[src/u8u16_pkg.sv]
// Package for the UTF-8 to UTF-16 transcoder.
// Holds code constants, the result type and the lead byte decode.
// No dependencies.
package u8u16_pkg;

	localparam int unsigned CodeW    = 31;
	localparam int unsigned UnitW    = 16;
	localparam int unsigned PendW    = 3;

	localparam logic [UnitW-1:0] HiSurrBase = 16'hD800;
	localparam logic [UnitW-1:0] LoSurrBase = 16'hDC00;
	localparam logic [19:0]      SuppOffset = 20'h10000;

	typedef struct packed {
		logic [UnitW-1:0] unit;
		logic             last;
		logic             done;
		logic             trunc;
	} result_t;

	typedef struct packed {
		logic [CodeW-1:0] code;
		logic [PendW-1:0] pend;
	} lead_t;

	// Lead byte: payload bits and continuation count, old six-byte layout.
	function automatic lead_t decode_lead(input logic [7:0] b);
		lead_t r;
		r.code = '0;
		casez (b)
			8'b0???????: begin
				r.code[6:0] = b[6:0];
				r.pend      = 3'd0;
			end
			8'b110?????: begin
				r.code[4:0] = b[4:0];
				r.pend      = 3'd1;
			end
			8'b1110????: begin
				r.code[3:0] = b[3:0];
				r.pend      = 3'd2;
			end
			8'b11110???: begin
				r.code[2:0] = b[2:0];
				r.pend      = 3'd3;
			end
			8'b111110??: begin
				r.code[1:0] = b[1:0];
				r.pend      = 3'd4;
			end
			default: begin
				r.code[0] = b[0];
				r.pend    = 3'd5;
			end
		endcase
		return r;
	endfunction

endpackage

[src/utf8_to_utf16_transcoder_unit.sv]
// Top level of the UTF-8 to UTF-16 transcoder.
// Depends on u8u16_pkg for constants, the result type and lead decode.
//
// Usage: the input channel (in_valid/in_ready) takes one UTF-8 byte per
// request with end_of_text marking the final byte. The output channel
// (out_valid/out_ready) gives UTF-16 units with last_of_run, text_done and
// truncated. A byte is decoded in the cycle it is accepted and its first
// unit is registered into the output register. Bytes are taken at one per
// clock while the output is free; a byte that closes a supplementary code
// yields a surrogate pair, and the second half sits in a holding register,
// so the input is held off until that half moves on. Bytes that complete
// nothing produce no output unless marked end_of_text, which yields a
// truncated result. in_ready follows out_ready in the same cycle when the
// output register is full and the holding register is empty.
// Reset clears the partial code, pending count and both valid flags.
// When the receiver stalls, the output holds and input stops once the
// output register cannot be freed.
module utf8_to_utf16_transcoder_unit
	import u8u16_pkg::*;
(
	input  logic             clk,
	input  logic             arst_n,
	input  logic             in_valid,
	output logic             in_ready,
	input  logic [7:0]       text_byte,
	input  logic             end_of_text,
	output logic             out_valid,
	input  logic             out_ready,
	output logic [UnitW-1:0] code_unit,
	output logic             last_of_run,
	output logic             text_done,
	output logic             truncated
);

	logic [CodeW-1:0] partial_q;
	logic [PendW-1:0] pend_q;
	logic             out_valid_q;
	result_t          out_q;
	logic             hold_valid_q;
	result_t          hold_q;

	logic             in_fire;
	logic             out_free;
	lead_t            lead;
	logic [CodeW-1:0] code_nx;
	logic [PendW-1:0] pend_nx;
	logic [19:0]      supp;
	logic             emit;
	logic             pair;
	result_t          first_res;
	result_t          second_res;
	logic [CodeW-1:0] partial_d;
	logic [PendW-1:0] pend_d;

	assign out_free = !out_valid_q || out_ready;
	assign in_ready = !hold_valid_q && out_free;
	assign in_fire  = in_valid && in_ready;

	always_comb begin
		lead = decode_lead(text_byte);
		if (pend_q == '0) begin
			code_nx = lead.code;
			pend_nx = lead.pend;
		end else begin
			code_nx = {partial_q[CodeW-7:0], text_byte[5:0]};
			pend_nx = pend_q - PendW'(1);
		end
		supp       = code_nx[19:0] - SuppOffset;
		emit       = 1'b0;
		pair       = 1'b0;
		first_res  = '0;
		second_res = '0;
		partial_d  = code_nx;
		pend_d     = pend_nx;
		if (pend_nx != '0) begin
			if (end_of_text) begin
				emit            = 1'b1;
				first_res.last  = 1'b1;
				first_res.done  = 1'b1;
				first_res.trunc = 1'b1;
				partial_d       = '0;
				pend_d          = '0;
			end
		end else begin
			emit      = 1'b1;
			partial_d = '0;
			if (code_nx[CodeW-1:UnitW] == '0) begin
				first_res.unit = code_nx[UnitW-1:0];
				first_res.last = 1'b1;
				first_res.done = end_of_text;
			end else begin
				pair            = 1'b1;
				first_res.unit  = HiSurrBase | {6'd0, supp[19:10]};
				second_res.unit = LoSurrBase | {6'd0, supp[9:0]};
				second_res.last = 1'b1;
				second_res.done = end_of_text;
			end
		end
	end

	always_ff @(posedge clk or negedge arst_n) begin
		if (!arst_n) begin
			partial_q    <= '0;
			pend_q       <= '0;
			out_valid_q  <= 1'b0;
			hold_valid_q <= 1'b0;
		end else begin
			if (in_fire) begin
				partial_q <= partial_d;
				pend_q    <= pend_d;
			end
			if (in_fire) begin
				out_valid_q  <= emit;
				hold_valid_q <= pair;
			end else if (out_free) begin
				out_valid_q  <= hold_valid_q;
				hold_valid_q <= 1'b0;
			end
		end
	end

	always_ff @(posedge clk) begin
		if (in_fire) begin
			out_q  <= first_res;
			hold_q <= second_res;
		end else if (out_free && hold_valid_q) begin
			out_q <= hold_q;
		end
	end

	assign out_valid   = out_valid_q;
	assign code_unit   = out_q.unit;
	assign last_of_run = out_q.last;
	assign text_done   = out_q.done;
	assign truncated   = out_q.trunc;

	a_hold_needs_out: assert property (@(posedge clk) disable iff (!arst_n)
		hold_valid_q |-> out_valid_q)
		else $error("second unit pending without a first");

	a_high_half_pairs: assert property (@(posedge clk) disable iff (!arst_n)
		(out_valid_q && !out_q.last) |-> hold_valid_q)
		else $error("high surrogate without low half queued");

	a_trunc_form: assert property (@(posedge clk) disable iff (!arst_n)
		(out_valid_q && out_q.trunc) |->
		(out_q.unit == '0 && out_q.last && out_q.done))
		else $error("malformed truncation result");

	a_pair_drains: assert property (@(posedge clk) disable iff (!arst_n)
		(hold_valid_q && out_ready) |=> (out_valid_q && !hold_valid_q && out_q.last))
		else $error("low surrogate not moved to output");

endmodule

[config.mk]
export PLATFORM = sky130hd
export DESIGN_NAME = utf8_to_utf16_transcoder_unit
export DESIGN_NICKNAME = d
export VERILOG_FILES = /design/src/u8u16_pkg.sv /design/src/utf8_to_utf16_transcoder_unit.sv
export SDC_FILE = /design/constraint.sdc
export NUM_CORES = 1
export LEC_CHECK = 0
export BUFFER_PORTS_ARGS = -buffer_cell sky130_fd_sc_hd__buf_2
export CORE_UTILIZATION = 32
export CTS_CLUSTER_DIAMETER = 100
export CTS_CLUSTER_SIZE = 25
export DETAILED_ROUTE_END_ITERATION = 12
export GPL_TIMING_DRIVEN = 0
export HOLD_SLACK_MARGIN = 0.12
export PLACE_DENSITY = 0.46
export SYNTH_ARGS = -nofsm -noshare
export SYNTH_HDL_FRONTEND = slang
export SYNTH_SLANG_ARGS = --single-unit
[constraint.sdc]
create_clock -name clk -period 3.3 [get_ports clk]
set_input_delay 0.495 -clock clk [delete_from_list [all_inputs] [get_ports clk]]
set_output_delay 0.495 -clock clk [all_outputs]
set_load 0.01 [all_outputs]
==> impl_metrics.prom <==
# TYPE chip_impl_metric gauge
chip_impl_metric{name="power.combinational.fraction",unit=""} 0.283
chip_impl_metric{name="power_density",unit="mW/mm2"} 714
chip_impl_metric{name="final_instance_count_excl_fillers",unit=""} 398
chip_impl_metric{name="ctsLongestPathBuffers",unit=""} 2
chip_impl_info{name="path_cells",value="inv_1 -> ha_1 -> ha_1 -> clkinvlp_4 -> nand2_1 -> ha_1 -> nor4b_2 -> nand4_2 -> and2_4 -> buf_6 -> o311ai_1"} 1
chip_impl_metric{name="fin_nets",unit=""} 305
chip_impl_metric{name="cts_htree_levels",unit=""} 3
chip_impl_metric{name="power_switching_share",unit=""} 0.344
chip_impl_metric{name="grt_antenna_before_repair",unit=""} 0
chip_impl_metric{name="yosys_register_bits",unit=""} 61
chip_impl_info{name="timing.critical_path.mode_cell",value="ha_1"} 1
chip_impl_metric{name="power.switching",unit="mW"} 0.817
chip_impl_metric{name="design_area",unit="mm2"} 0.00332
chip_impl_metric{name="synth_enable_flop_cells",unit=""} 31
chip_impl_metric{name="cellInternalPower",unit="mW"} 1.56
chip_impl_metric{name="numPortBuffers",unit=""} 33
chip_impl_metric{name="wire_length_of_the_first_global_routing_pass",unit="mm"} 11.5
chip_impl_info{name="status",value="finished clean"} 1
chip_impl_info{name="clock_tree.root_cell",value="clkbuf_8"} 1
chip_impl_metric{name="timing.final.max_slew_violations",unit=""} 0
chip_impl_metric{name="timing.max_cap.violations",unit=""} 0
chip_impl_metric{name="synth.avg_cell_area",unit="um2"} 11.5
chip_impl_metric{name="critical_path.max_stage_delay",unit="ns"} 0.40
chip_impl_metric{name="detailedPlacementHpwl",unit="mm"} 5.21
chip_impl_metric{name="synth_cell_types",unit=""} 46
chip_impl_metric{name="drt.antenna.violating_nets",unit=""} 0
chip_impl_info{name="worst_r2r_startpoint",value="pend_q[0]$_DFFE_PN0P_"} 1
chip_impl_metric{name="final_hold_viol_count",unit=""} 0
chip_impl_info{name="crit_type",value="reg -> reg"} 1
chip_impl_metric{name="num_io_pins",unit=""} 34
chip_impl_metric{name="fmax",unit="MHz"} 327
chip_impl_info{name="worstReg2RegEnd",value="code_unit[1]$_DFFE_PP_"} 1
chip_impl_metric{name="clk_latency",unit="ns"} 0.34
chip_impl_info{name="timing.hold.worst.class",value="in -> async"} 1
chip_impl_metric{name="numCtsBuffers",unit=""} 9
chip_impl_metric{name="sum_neg_setup_slack",unit="ns"} 0
chip_impl_metric{name="synthesis.nets",unit=""} 261
chip_impl_metric{name="layout-drive-gt1-share",unit=""} 0.212
chip_impl_metric{name="finalCriticalPeriod",unit="ns"} 3.05
chip_impl_metric{name="postSynth.asyncResetShare",unit=""} 0.492
chip_impl_metric{name="total_leakage_power",unit="nW"} 1.38
chip_impl_info{name="start_kind",value="register"} 1
chip_impl_metric{name="aggregate_global_routing_overflow",unit=""} 0
chip_impl_metric{name="worst_clock_skew",unit="ns"} 0.0102
chip_impl_metric{name="drt_pass1_iterations",unit=""} 4
chip_impl_metric{name="syn_inst",unit=""} 244
chip_impl_metric{name="share_seq_of_total_power",unit=""} 0.413
chip_impl_info{name="tritoncts",value="done"} 1
chip_impl_metric{name="headroom_to_the_max_slew_limit",unit=""} 0.401
chip_impl_info{name="postSynth.topFlopCell",value="edfxtp_1"} 1
chip_impl_metric{name="setup-violations-final",unit=""} 0
chip_impl_info{name="slowest_stage",value="dfrtp_1"} 1
chip_impl_metric{name="yosysWarnings",unit=""} 0
chip_impl_metric{name="post-route-drc-count",unit=""} 0
chip_impl_metric{name="areaGrowthSynthToFinish",unit="%"} 18.9
chip_impl_metric{name="first_global_vias",unit=""} 2033
chip_impl_metric{name="tightest_slew",unit="ns"} 0.891
chip_impl_metric{name="cp.arrival",unit="ns"} 3.17
chip_impl_metric{name="regToRegSetupSlack",unit="ns"} 0.25
chip_impl_metric{name="fin_worst_hold_slack",unit="ns"} 0.206
chip_impl_metric{name="first_iter_violations",unit=""} 135
chip_impl_info{name="setup_repair_after_global_routing_missed_its_margin",value="no"} 1
chip_impl_metric{name="post_synth_instance_area",unit="mm2"} 0.00279
chip_impl_metric{name="setup_ws",unit="ns"} 0.246
chip_impl_metric{name="start_util",unit=""} 0.335
chip_impl_metric{name="dieArea",unit="mm2"} 0.00911
chip_impl_metric{name="r2r_cells",unit=""} 11
chip_impl_metric{name="die_h",unit="um"} 95.4
chip_impl_metric{name="core.rowCount",unit=""} 33
chip_impl_metric{name="gr-usage-all-layers",unit=""} 0.176
chip_impl_metric{name="required_time_at_the_endpoint_of_the_critical_path",unit="ns"} 3.41
chip_impl_metric{name="antenna_cells_inserted",unit=""} 0
chip_impl_metric{name="floorplan.die.width",unit="um"} 95.4
chip_impl_metric{name="viasPerCell",unit=""} 5.34
chip_impl_metric{name="synth_seq_area_share",unit=""} 0.602
chip_impl_info{name="worstSetupEndpointType",value="register"} 1
chip_impl_metric{name="final_util",unit=""} 0.398
chip_impl_metric{name="post-place-cells",unit=""} 383
chip_impl_metric{name="core_area",unit="mm2"} 0.00834
chip_impl_metric{name="vias",unit=""} 2126
chip_impl_metric{name="critPathMaxFanout",unit=""} 12
chip_impl_metric{name="clock_sinks",unit=""} 61
chip_impl_metric{name="clock_power_share",unit=""} 0.304
chip_impl_metric{name="finalPower",unit="mW"} 2.37
chip_impl_metric{name="post_dp_cell_area",unit="mm2"} 0.00311
chip_impl_metric{name="gp_congestion",unit=""} 0.774
chip_impl_metric{name="clkSlewWorstSetupHoldPaths",unit="ns"} 0.08
chip_impl_metric{name="pre_cts_ws",unit="ns"} -0.0160
chip_impl_metric{name="wirelength_per_cell",unit="um"} 18.1
chip_impl_metric{name="layout_worst_path_cycle_share",unit=""} 0.925
chip_impl_metric{name="power.ir.vdd_worst",unit="uV"} 401
chip_impl_metric{name="pin_count_of_the_biggest_net_entering_global_routing",unit=""} 31
chip_impl_metric{name="wl",unit="mm"} 7.21
==> state kept, by name, summed over array words and instances, names as in the netlist <==
register / count
last_of_run: 1
hold_valid_q: 1
pend_q: 3
code_unit: 16
out_valid: 1
hold_q: 12
text_done: 1
partial_q: 25
truncated: 1
==> cell type report <==
type | count | area, um2
fillers | 848 | 5020
inverters | 11 | 45.0
plain buffers | 11 | 55.1
clock inverters | 7 | 90.1
clock buffers | 9 | 124
flip-flops and latches | 61 | 1680
well taps | 105 | 131
multi-input cells | 160 | 1020
repair buffers | 34 | 180
==> power groups by stage <==
stage / clock, mW / combinational, mW / sequential, mW
finish: 0.721 / 0.673 / 0.980
floorplan: 0 / 0.424 / 0.998
global placement: 0 / 0.661 / 0.996
CTS: 0.737 / 0.668 / 0.980
detailed placement: 0 / 0.673 / 0.996
global route: 0.767 / 0.745 / 0.991
==> what timing repair did <==
item / in CTS / in global routing
hold buffers: 0 / 0
resized for setup: 0 / 1
buffers inserted: 0 / 0
setup endpoints to repair: 1 / 1
gates cloned: 0 / 0
==> placed cells by master, fill, tap and decap left out, drive strengths merged, types with 2 or more instances in the layout <==
| cell type | n |
|---|---|
| buf | 38 |
| nand2 | 33 |
| edfxtp | 31 |
| dfrtp | 30 |
| a22o | 18 |
| o21ai | 16 |
| clkbuf | 16 |
| nor2 | 15 |
| inv | 10 |
| a21oi | 10 |
| nand4 | 9 |
| nand3 | 5 |
| o311ai | 5 |
| nor2b | 4 |
| and3 | 4 |
| ha | 4 |
| clkinvlp | 3 |
| nand2b | 3 |
| o211ai | 3 |
| o22ai | 3 |
| clkinv | 3 |
| nor4 | 3 |
| nand4b | 2 |
| o31ai | 2 |
| a2bb2oi | 2 |
| a211oi | 2 |
| bufinv | 2 |
==> worst max path at each step <==
stage	startpoint	endpoint	slack, ns	cells after the start
final	pend_q[0]$_DFFE_PN0P_	code_unit[1]$_DFFE_PP_	0.25	11
after global routing	pend_q[0]$_DFFE_PN0P_	code_unit[1]$_DFFE_PP_	0.06	11
after CTS	pend_q[0]$_DFFE_PN0P_	code_unit[10]$_DFFE_PP_	0.18	11
after detailed placement	pend_q[0]$_DFFE_PN0P_	code_unit[10]$_DFFE_PP_	-0.02	12
after global placement	pend_q[0]$_DFFE_PN0P_	code_unit[10]$_DFFE_PP_	-0.007	12
after floorplan	pend_q[0]$_DFFE_PN0P_	code_unit[10]$_DFFE_PP_	0.67	12
==> kinds of logic after synthesis <==
| group | count (synthesis) | synth area share |
|---|---|---|
| multiplexers | 1 | 0.00358 |
| XOR/XNOR | 1 | 0.00314 |
| adder cells (fa/ha/maj) | 4 | 0.0179 |
| buffers and inverters | 23 | 0.0358 |
| flip-flops | 61 | 0.602 |
| AND/OR/NAND/NOR | 84 | 0.156 |
| AO/OA/AOI/OAI | 70 | 0.181 |
==> cells in the mapped netlist, drive strengths merged, types with 2 or more instances <==
library cell	instances	share of area
a211oi	2	0.0054
a21oi	10	0.018
clkbuf	8	0.011
o22ai	3	0.0067
a2bb2oi	2	0.0063
ha	4	0.018
buf	4	0.010
nor4	3	0.0090
nor2b	4	0.0090
nand4	9	0.022
dfrtp	30	0.27
nand2b	3	0.0067
nand4b	2	0.0063
o21ai	16	0.029
and3	4	0.0090
nand3	5	0.0090
nor2	15	0.020
o211ai	3	0.0081
nand2	33	0.044
o311ai	5	0.016
a22o	18	0.056
edfxtp	31	0.33
o31ai	2	0.0054
inv	11	0.015
==> critical path, delay by kind of cell (launching register included) <==
kind,cells,cell delay [ns]
adders and majority gates,3,0.63
buffers and inverters,3,0.52
AOI/OAI and AO/OA,1,0.38
and+or+nand+nor,4,0.89
DFF,1,0.40
==> per-layer routing <==
layer	GRT usage	vias up	routed length [um]
met2	0.253	79	3160
li1	-	1012	-
met5	0	-	0
met3	0.0343	7	406
met4	0.0746	0	83
met1	0.258	1028	3560
No activity file was read; power rests on OpenSTA's default activity.
